===== src/rtl/fra_pkg.sv =====
`default_nettype none
package fra_pkg;

	// result status codes
	localparam logic [1:0] ST_PROPER = 2'd0;
	localparam logic [1:0] ST_WHOLE  = 2'd1;
	localparam logic [1:0] ST_UNDEF  = 2'd2;

	// controller to datapath commands
	typedef struct packed {
		logic load;       // latch request operands
		logic mul0;       // product yn*zd
		logic mul1;       // n = product, product zn*yd
		logic mul2;       // n += product, product yd*zd
		logic mul3;       // d = product
		logic chk;        // flag zero denominator, seed gcd
		logic gcd_step;   // one binary gcd step
		logic gcd_fin;    // latch gcd, start numerator division
		logic div_step;   // one restoring division bit
		logic div_ld_den; // store numerator quotient, start denominator division
		logic out_wr;     // load output register
	} cmd_t;

	// datapath to controller status
	typedef struct packed {
		logic d_zero;
		logic a_zero;
	} stat_t;

endpackage
`default_nettype wire


===== src/rtl/fra_ctrl.sv =====
`default_nettype none
module fra_ctrl #(
	parameter int OPERAND_WIDTH = 16
) (
	input  wire logic          clk,
	input  wire logic          arst_n,
	input  wire logic          in_valid,
	output logic               in_stall,
	input  wire logic          in_cmd,
	output logic               out_valid,
	input  wire logic          out_stall,
	input  wire fra_pkg::stat_t stat,
	output fra_pkg::cmd_t      cmd_o
);

	localparam int NW = 2 * OPERAND_WIDTH + 1;
	localparam int CW = $clog2(NW);

	typedef enum logic [10:0] {
		S_IDLE  = 11'b000_0000_0001,
		S_MUL0  = 11'b000_0000_0010,
		S_MUL1  = 11'b000_0000_0100,
		S_MUL2  = 11'b000_0000_1000,
		S_MUL3  = 11'b000_0001_0000,
		S_CHK   = 11'b000_0010_0000,
		S_GCD   = 11'b000_0100_0000,
		S_DIVN  = 11'b000_1000_0000,
		S_DIVDL = 11'b001_0000_0000,
		S_DIVD  = 11'b010_0000_0000,
		S_DONE  = 11'b100_0000_0000
	} state_t;

	state_t          state_q, state_d;
	logic [CW-1:0]   cnt_q, cnt_d;
	logic            out_valid_q;
	logic            last_bit;
	logic            out_free;

	assign last_bit  = (cnt_q == CW'(NW - 1));
	assign out_free  = !out_valid_q || !out_stall;
	assign in_stall  = (state_q != S_IDLE);
	assign out_valid = out_valid_q;

	// next state and commands
	always_comb begin
		state_d = state_q;
		cnt_d   = cnt_q;
		cmd_o   = '0;
		unique case (state_q)
			S_IDLE: begin
				if (in_valid) begin
					cmd_o.load = 1'b1;
					state_d    = in_cmd ? S_MUL0 : S_CHK;
				end
			end
			S_MUL0: begin
				cmd_o.mul0 = 1'b1;
				state_d    = S_MUL1;
			end
			S_MUL1: begin
				cmd_o.mul1 = 1'b1;
				state_d    = S_MUL2;
			end
			S_MUL2: begin
				cmd_o.mul2 = 1'b1;
				state_d    = S_MUL3;
			end
			S_MUL3: begin
				cmd_o.mul3 = 1'b1;
				state_d    = S_CHK;
			end
			S_CHK: begin
				cmd_o.chk = 1'b1;
				state_d   = stat.d_zero ? S_DONE : S_GCD;
			end
			S_GCD: begin
				if (stat.a_zero) begin
					cmd_o.gcd_fin = 1'b1;
					cnt_d         = '0;
					state_d       = S_DIVN;
				end else begin
					cmd_o.gcd_step = 1'b1;
				end
			end
			S_DIVN: begin
				cmd_o.div_step = 1'b1;
				cnt_d          = cnt_q + CW'(1);
				if (last_bit) begin
					state_d = S_DIVDL;
				end
			end
			S_DIVDL: begin
				cmd_o.div_ld_den = 1'b1;
				cnt_d            = '0;
				state_d          = S_DIVD;
			end
			S_DIVD: begin
				cmd_o.div_step = 1'b1;
				cnt_d          = cnt_q + CW'(1);
				if (last_bit) begin
					state_d = S_DONE;
				end
			end
			S_DONE: begin
				if (out_free) begin
					cmd_o.out_wr = 1'b1;
					state_d      = S_IDLE;
				end
			end
			default: begin
				state_d = S_IDLE;
			end
		endcase
	end

	always_ff @(posedge clk or negedge arst_n) begin
		if (!arst_n) begin
			state_q     <= S_IDLE;
			cnt_q       <= '0;
			out_valid_q <= 1'b0;
		end else begin
			state_q <= state_d;
			cnt_q   <= cnt_d;
			if (cmd_o.out_wr) begin
				out_valid_q <= 1'b1;
			end else if (!out_stall) begin
				out_valid_q <= 1'b0;
			end
		end
	end

endmodule
`default_nettype wire


===== src/rtl/fra_dp.sv =====
`default_nettype none
module fra_dp #(
	parameter int OPERAND_WIDTH = 16
) (
	input  wire logic                       clk,
	input  wire logic [OPERAND_WIDTH-1:0]   first_num,
	input  wire logic [OPERAND_WIDTH-1:0]   first_den,
	input  wire logic [OPERAND_WIDTH-1:0]   second_num,
	input  wire logic [OPERAND_WIDTH-1:0]   second_den,
	input  wire fra_pkg::cmd_t              cmd_i,
	output fra_pkg::stat_t                  stat,
	output logic [2*OPERAND_WIDTH:0]        sum_num,
	output logic [2*OPERAND_WIDTH-1:0]      sum_den,
	output logic [2*OPERAND_WIDTH:0]        reduced_num,
	output logic [2*OPERAND_WIDTH-1:0]      reduced_den,
	output logic [1:0]                      status
);

	localparam int W  = OPERAND_WIDTH;
	localparam int NW = 2 * W + 1;
	localparam int DW = 2 * W;
	localparam int KW = $clog2(NW);

	// operands and unreduced pair
	logic [W-1:0]  yn_q, yd_q, zn_q, zd_q;
	logic [DW-1:0] prod_q;
	logic [NW-1:0] n_q;
	logic [DW-1:0] d_q;
	logic          undef_q;

	// gcd state
	logic [NW-1:0] a_q;
	logic [DW-1:0] b_q;
	logic [KW-1:0] k_q;
	logic [DW-1:0] g_q;

	// divider state
	logic [NW-1:0] quo_q;
	logic [DW-1:0] rem_q;
	logic [NW-1:0] rn_q;

	logic [W-1:0]  mul_a, mul_b;
	logic [DW-1:0] mul_p;
	logic [NW-1:0] b_ext;
	logic          a_ge_b;
	logic [NW-1:0] a_minus_b;
	logic [NW-1:0] b_minus_a;
	logic [DW:0]   rem_sh;
	logic          rem_ge;
	logic [DW:0]   rem_sub;
	logic [DW-1:0] rd_w;

	assign stat.d_zero = (d_q == '0);
	assign stat.a_zero = (a_q == '0);

	// shared multiplier operand select
	always_comb begin
		mul_a = yn_q;
		mul_b = zd_q;
		if (cmd_i.mul1) begin
			mul_a = zn_q;
			mul_b = yd_q;
		end else if (cmd_i.mul2) begin
			mul_a = yd_q;
			mul_b = zd_q;
		end
	end
	assign mul_p = DW'(mul_a) * DW'(mul_b);

	// binary gcd step terms
	assign b_ext     = NW'(b_q);
	assign a_ge_b    = (a_q >= b_ext);
	assign a_minus_b = a_q - b_ext;
	assign b_minus_a = b_ext - a_q;

	// restoring divider step terms
	assign rem_sh  = {rem_q, quo_q[NW-1]};
	assign rem_ge  = (rem_sh >= {1'b0, g_q});
	assign rem_sub = rem_sh - {1'b0, g_q};

	assign rd_w = quo_q[DW-1:0];

	always_ff @(posedge clk) begin
		if (cmd_i.load) begin
			yn_q <= first_num;
			yd_q <= first_den;
			zn_q <= second_num;
			zd_q <= second_den;
			n_q  <= NW'(first_num);
			d_q  <= DW'(first_den);
		end
		if (cmd_i.mul0 || cmd_i.mul1 || cmd_i.mul2) begin
			prod_q <= mul_p;
		end
		if (cmd_i.mul1) begin
			n_q <= NW'(prod_q);
		end
		if (cmd_i.mul2) begin
			n_q <= n_q + NW'(prod_q);
		end
		if (cmd_i.mul3) begin
			d_q <= prod_q;
		end

		// seed gcd with the unreduced pair
		if (cmd_i.chk) begin
			undef_q <= stat.d_zero;
			a_q     <= n_q;
			b_q     <= d_q;
			k_q     <= '0;
		end

		// one gcd step: strip common twos, strip lone twos, subtract
		if (cmd_i.gcd_step) begin
			if (!a_q[0] && !b_q[0]) begin
				a_q <= a_q >> 1;
				b_q <= b_q >> 1;
				k_q <= k_q + KW'(1);
			end else if (!a_q[0]) begin
				a_q <= a_q >> 1;
			end else if (!b_q[0]) begin
				b_q <= b_q >> 1;
			end else if (a_ge_b) begin
				a_q <= a_minus_b >> 1;
			end else begin
				b_q <= DW'(b_minus_a >> 1);
			end
		end

		if (cmd_i.gcd_fin) begin
			g_q   <= b_q << k_q;
			quo_q <= n_q;
			rem_q <= '0;
		end

		if (cmd_i.div_step) begin
			if (rem_ge) begin
				rem_q <= rem_sub[DW-1:0];
				quo_q <= {quo_q[NW-2:0], 1'b1};
			end else begin
				rem_q <= rem_sh[DW-1:0];
				quo_q <= {quo_q[NW-2:0], 1'b0};
			end
		end

		if (cmd_i.div_ld_den) begin
			rn_q  <= quo_q;
			quo_q <= NW'(d_q);
			rem_q <= '0;
		end

		// output register
		if (cmd_i.out_wr) begin
			sum_num <= n_q;
			sum_den <= d_q;
			if (undef_q) begin
				reduced_num <= '0;
				reduced_den <= '0;
				status      <= fra_pkg::ST_UNDEF;
			end else begin
				reduced_num <= rn_q;
				reduced_den <= rd_w;
				status      <= (rd_w == DW'(1)) ? fra_pkg::ST_WHOLE : fra_pkg::ST_PROPER;
			end
		end
	end

endmodule
`default_nettype wire


===== src/rtl/fraction_add_and_reduce.sv =====
// Sequence: load, the multiply steps mul0 to mul3 in add mode only, a check, the
// binary gcd loop, then two bit-serial restoring divisions by the gcd (numerator first,
// then denominator), with a handoff step before each division.
// A zero denominator skips the gcd and divisions and goes straight to the output.
// Throughput: one request at a time, set by the gcd loop and the shared divider.
// Reset: arst_n asynchronous, clears the controller and the output valid.
`default_nettype none
module fraction_add_and_reduce #(
	parameter int OPERAND_WIDTH = 16
) (
	input  wire logic                       clk,
	input  wire logic                       arst_n,
	input  wire logic                       in_valid,
	output logic                            in_stall,
	input  wire logic                       cmd,
	input  wire logic [OPERAND_WIDTH-1:0]   first_num,
	input  wire logic [OPERAND_WIDTH-1:0]   first_den,
	input  wire logic [OPERAND_WIDTH-1:0]   second_num,
	input  wire logic [OPERAND_WIDTH-1:0]   second_den,
	output logic                            out_valid,
	input  wire logic                       out_stall,
	output logic [2*OPERAND_WIDTH:0]        sum_num,
	output logic [2*OPERAND_WIDTH-1:0]      sum_den,
	output logic [2*OPERAND_WIDTH:0]        reduced_num,
	output logic [2*OPERAND_WIDTH-1:0]      reduced_den,
	output logic [1:0]                      status
);

	fra_pkg::cmd_t  ctl_cmd;
	fra_pkg::stat_t dp_stat;

	// sequencer
	fra_ctrl #(
		.OPERAND_WIDTH(OPERAND_WIDTH)
	) u_ctrl (
		.clk       (clk),
		.arst_n    (arst_n),
		.in_valid  (in_valid),
		.in_stall  (in_stall),
		.in_cmd    (cmd),
		.out_valid (out_valid),
		.out_stall (out_stall),
		.stat      (dp_stat),
		.cmd_o     (ctl_cmd)
	);

	// multiply, gcd and divide datapath
	fra_dp #(
		.OPERAND_WIDTH(OPERAND_WIDTH)
	) u_dp (
		.clk         (clk),
		.first_num   (first_num),
		.first_den   (first_den),
		.second_num  (second_num),
		.second_den  (second_den),
		.cmd_i       (ctl_cmd),
		.stat        (dp_stat),
		.sum_num     (sum_num),
		.sum_den     (sum_den),
		.reduced_num (reduced_num),
		.reduced_den (reduced_den),
		.status      (status)
	);

endmodule
`default_nettype wire

===== config.mk =====
export PLATFORM = sky130hd
export DESIGN_NAME = fraction_add_and_reduce
export DESIGN_NICKNAME = d
export VERILOG_FILES = /design/src/rtl/fra_pkg.sv /design/src/rtl/fra_ctrl.sv /design/src/rtl/fra_dp.sv /design/src/rtl/fraction_add_and_reduce.sv
export SDC_FILE = /design/constraint.sdc
export NUM_CORES = 2
export LEC_CHECK = 0
export CELL_PAD_IN_SITES_DETAIL_PLACEMENT = 0
export CELL_PAD_IN_SITES_GLOBAL_PLACEMENT = 2
export CORE_MARGIN = 2
export CORE_UTILIZATION = 30
export CTS_CLUSTER_SIZE = 14
export DETAILED_ROUTE_END_ITERATION = 16
export DONT_BUFFER_PORTS = 1
export GPL_TIMING_DRIVEN = 0
export PLACE_DENSITY = 0.6
export SYNTH_ARGS = -nofsm -noshare
export SYNTH_HDL_FRONTEND = slang
export SYNTH_SLANG_ARGS = --single-unit

===== constraint.sdc =====
create_clock -name clk -period 9.2 [get_ports clk]
set_clock_uncertainty 0.1 [all_clocks]
set_input_delay 0.92 -clock clk [delete_from_list [all_inputs] [get_ports clk]]
set_output_delay 0.92 -clock clk [all_outputs]
set_load 0.005 [all_outputs]

# --- After elaboration in Yosys (flattened, before gate mapping) ---
# Index checks and enable logic that the tools add are counted.
classes:
  add_sub_neg: 6
  n_mul: 1
  magnitude_cmp: 2
  n_eq_ne: 20
  shift: 1
  n_mux: 57
  n_reduce_logical: 18
ops:
  columns: ["op", "count"]
  rows:
  - ["$mux W32", 12]
  - ["$mux W33", 11]
  - ["$pmux W11 S11", 1]
  - ["$ge A33 B32 Y1", 2]
  - ["$mux W11", 6]
  - ["$mux W16", 3]
  - ["$add A33 B32 Y33", 1]
  - ["$logic_not A33 Y1", 1]
  - ["$sub A32 B33 Y33", 1]
  - ["$sub A33 B32 Y33", 1]
  - ["$eq A32 B1 Y1 const B", 1]
  - ["$logic_not A32 Y1", 1]
  - ["$mul A16 B16 Y32", 1]
  - ["$shl A32 B6 Y32", 1]
  - ["$sub A32 B32 Y32", 1]
  - ["$mux W6", 5]
  - ["$pmux W6 S3", 1]
  - ["$mux W1", 17]
  - ["$add A6 B1 Y6 const B", 2]
  - ["$eq A11 B1 Y1 const B", 1]
  - ["$eq A11 B10 Y1 const B", 1]
  - ["$eq A11 B11 Y1 const B", 1]
  - ["$eq A11 B2 Y1 const B", 1]
  - ["$eq A11 B3 Y1 const B", 1]
  - ["other kinds (19)", 31]
totals:
  reg_bits: 513
  input_bits: 69
  out_inout_bits: 134
  wordCells: 129

# --- Depth between registers and ports, before layout ---
depth:
  word_depth: 8
  depth_mapped: 34
  mapped_depth_nobuf: 31

# --- Hierarchy ---
# A second synthesis with hierarchy kept.
hier_totals:
  cells_unflattened: 3731
  area_unflattened_um2: 37190.7
modules_own_cells:
  columns: ["mod", "instances", "cells_per_inst", "area_per_inst_um2", "seq_area_each_um2"]
  rows:
  - ["fra_dp", 1, 3598, 36053.3, 13823.3]
  - ["fra_ctrl", 1, 133, 1137.3, 451.7]

# --- Least setup slack after synthesis ---
# OpenSTA, ideal clock, no wires.
synth_timing:
  path_type: "flip-flop to flip-flop"
  from: "register u_ctrl.state_q[6]"
  to: "register u_dp.reduced_den[0] (enable)"
  setup_time_ns: 0.666
  arrival_time_ns: 7.658
  t_required_ns: 8.434
  setup_slack_ns: 0.776
  stages_incl_launch_ff: 7
  n_path_buf: 1
  synth_period_minus_slack_ns: 8.424
  path_cell_list: "dfrtp_1 -> clkbuf_1 -> nor2_1 -> nand3_1 -> nor3_1 -> nand3b_1 -> a21oi_1"
synth_rtl:
  columns: ["element", "line", "source"]
  rows:
  - ["start, declared", "fra_ctrl.sv:33", "state_t state_q, state_d;"]
  - ["start signal, assigned", "fra_ctrl.sv:122", "state_q <= state_d;"]
  - ["end signal, assigned", "fra_dp.sv:162", "reduced_den <= rd_w;"]
  - ["end, declared", "fra_dp.sv:15", "output logic [2*OPERAND_WIDTH-1:0] reduced_den,"]

# --- Worst setup path after layout ---
layout_timing:
  from: "register u_ctrl.state_q[8]"
  to: "register u_dp.prod_q[30], data pin"
layout_between:
  elab_chain_len: 5
  elab_cells_between_ends: 8
  cone_classes: "1 x mul; 2 x eq/ne; 5 x mux"
layout_rtl:
  columns: ["element", "line", "source"]
  rows:
  - ["$eq A11 B4 Y1", "fra_ctrl.sv:49", "unique case (state_q)"]
  - ["$mux W1", "fra_ctrl.sv:49", null]
  - ["$mux W16", "fra_dp.sv:63", "end else if (cmd_i.mul2) begin"]
  - ["$mux W16", "fra_dp.sv:60", "if (cmd_i.mul1) begin"]
  - ["$mul A16 B16 Y32 *", "fra_dp.sv:68", "assign mul_p = DW'(mul_a) * DW'(mul_b);"]
  - ["net u_dp.mul_p[30]", "fra_dp.sv:43", "logic [DW-1:0] mul_p;"]
  - ["end signal, assigned", "fra_dp.sv:93", "prod_q <= mul_p;"]
  - ["end, declared", "fra_dp.sv:26", "logic [DW-1:0] prod_q;"]
# Mark *: on every way through the listed nets, which the timed path passes. The rest lies on a longest branch.
# A chain may end at the register's enable or synchronous reset.

==> metrics.txt <==
status finished clean; Core Box Area between 0.1 and 0.15 mm2; Slew HR about 22%; clock sink total approximately 500; crit path DAT around 9 ns; DP HPWL roughly 120,000 um; Synth Register Bits ~510; Area growth syn-to-layout 13.63%; total length of routed wires around 150,000 um; Ports between 200 and 250; vias in the first global route between 20,000 and 30,000; Synth top cells by count nand2_1, edfxtp_1, inv_1; first-pass GRT wire length 214,300 um; area share of the largest cell type after synthesis roughly a third; final core utilization roughly a third; hold path start first_den[10]; number of max-cap violations 0; most instantiated library cell after synthesis nand2_1; number of synthesized flops with an enable pin between 300 and 400; port bufs 0; critical path class reg -> reg; startpoint types flop; CTS root buf clkbuf_16; Max Slew Vio Count 0; Yosys cell types 98; num rows 128; detailed-route DRC error count 0; crit share post-route 94.30%; final setup fails 0; All-Layer GR Usage a little under a quarter; min cycle time layout 8.675 ns; die height around 350 um; fin area 0.04175 mm2; worst skew pair latency 0.68 ns; fmax between 100 and 150 MHz; Final Hold Vio Count 0; nets 4,315; DRT Pass-1 Iters 5; CTS Buf Count 68; biggest cell delay along the critical path 0.55 ns; CP max-delay cell fa_1; pin count of the biggest net entering global routing 45; fill count around 13,000; TritonCTS clock tree done; post-synthesis sequential area ratio between 30 and 40%; die area around 0.13 mm2; CP startpoint u_ctrl.state_q[8]; wire per inst 27.20 um; Starting Density ~30%; vias about 28,000; syn_area_per_cell around 9.9 um2; Clock Path Buffers 3; Crit Path Max Fanout 10; initial DRC count 2,176; Synth Flop Type edfxtp_1; grt ovf 0; vias per cell roughly 5.2; cell mode on critical path fa_1; layout cells sized above 1 approximately 7.7%; FFs w/ async S/R, synth between 3 and 4%; CP Capture Type flop; WHS between 0.2 and 0.25 ns; Synth area leaders edfxtp_1, fa_1, ha_1, dfxtp_1, nand2_1; reg2reg start u_ctrl.state_q[8]; hold crit path type in -> reg; initial antenna violation count 15; Worst-Margin Slew between 1 and 1.5 ns; synthesized instance count 3,724; Reg clk slew, reported paths 0.07 ns; routability cong. approximately 0.90; largest area contributor in the netlist edfxtp_1; antenna viol nets, final 0; post-synth net total around 4,200; H-tree depth 3; yosys warns 0; Post-DP Area slightly below 0.04 mm2; Die Width ~350 um; Req. time, crit path about 9.5 ns; Mapped Area ~0.037 mm2
-- placed cells by master (no fill, tap or decap), drive strengths merged, types with 8 or more instances in the layout --
master,count
nor3,34
ha,236
a22o,10
o22ai,51
a221o,26
o21a,23
edfxtp,391
xor2,47
a21boi,10
clkinv,22
mux4,24
fa,198
dfxtp,104
inv,377
nand2,430
o31ai,16
and3,18
clkbuf,202
a211oi,32
a22oi,20
nand3,44
o21bai,22
a21oi,268
a31oi,16
nor2b,94
or2,8
buf,63
mux2i,105
xnor2,97
o211ai,13
dfrtp,17
and2,31
nand4,25
or3,10
o21ai,165
bufinv,10
nand2b,20
a21o,98
nor2,360
nor4,30
-- timing repair --
action	in CTS	in global routing
endpoints found under the setup margin	11	7
hold buffers	2	0
resized for setup	34	48
endpoints found under the hold margin	18	0
pin swaps	2	2
setup buffers	2	7
-- state kept, by name, indices dropped and copies added, names as in the netlist, 33 cells and up --
signal and count:
u_dp.a_q 33, u_dp.n_q 33, u_dp.quo_q 33, u_dp.reduced_num 33, u_dp.rn_q 33, u_dp.sum_num 33
-- layer usage --
layer / global-route usage, % / share of wire [%]
met4: 7.347 / 3.2
met5: 0 / 0
met3: 3.031 / 4.2
met2: 39.42 / 47
met1: 31.81 / 45
-- final cells by class --
class	count	area (um2)	area share, %
Multi-Input combinational cell	2678	20600	49.35
Sequential cell	513	14270	34.20
Tap cell	1625	2033	4.871
Clock buffer	87	1844	4.418
Inverter	372	1396	3.345
Buffer	158	703.2	1.684
Clock inverter	38	546.8	1.310
Timing Repair Buffer	21	337.8	0.8093
Antenna cell	3	7.507	0.01798
-- logic make-up after synthesis --
| family | Yosys count | synth area share [%] |
|---|---|---|
| AOI/OAI and AO/OA | 843 | 15.03 |
| adders and majority gates | 434 | 18.83 |
| muxes | 134 | 4.486 |
| DFF | 513 | 38.86 |
| buffers and inverters | 533 | 5.657 |
| xor gates and xnor gates | 144 | 3.433 |
| and+or+nand+nor | 1123 | 13.71 |
-- final timing paths --
| kind | endpoint | slack (ns) | depth (start not counted) |
|---|---|---|---|
| max | u_dp.prod_q[30] | 0.52 | 32 |
| max reg2reg | u_dp.prod_q[30] | 0.52 | 32 |
| min in group asynchronous | u_ctrl.cnt_q[3] | 0.66 | 2 |
| min | u_dp.yd_q[10] | 0.23 | 0 |
| max in group asynchronous | u_ctrl.state_q[0] | 8.11 | 2 |
| min reg2reg | u_ctrl.cnt_q[5] | 0.38 | 1 |
-- stage by stage --
step	setup TNS [ns]	instances	setup slack (ns)
3_5_place_dp	-4.040	5359	-0.8818
4_1_cts	0	5486	0.008617
6_report	0	5495	0.5247
5_1_grt	-0.05632	5492	-0.03300
3_3_place_gp	-507.85	5349	-3.850
2_1_floorplan	0	3724	0.7756
-- critical path: cells and delay by family (launching register included) --
family / cells / cell delay [ns]
simple gates: 7 / 1.35
compound gates: 9 / 1.92
buf+inv: 7 / 0.81
mux: 1 / 0.45
xor+xnor: 1 / 0.10
flops: 1 / 0.35
fa+ha+maj: 7 / 3.33
Power is not shown: default switching activity piles up to over one toggle a cycle in this logic, so the estimate is an artifact.
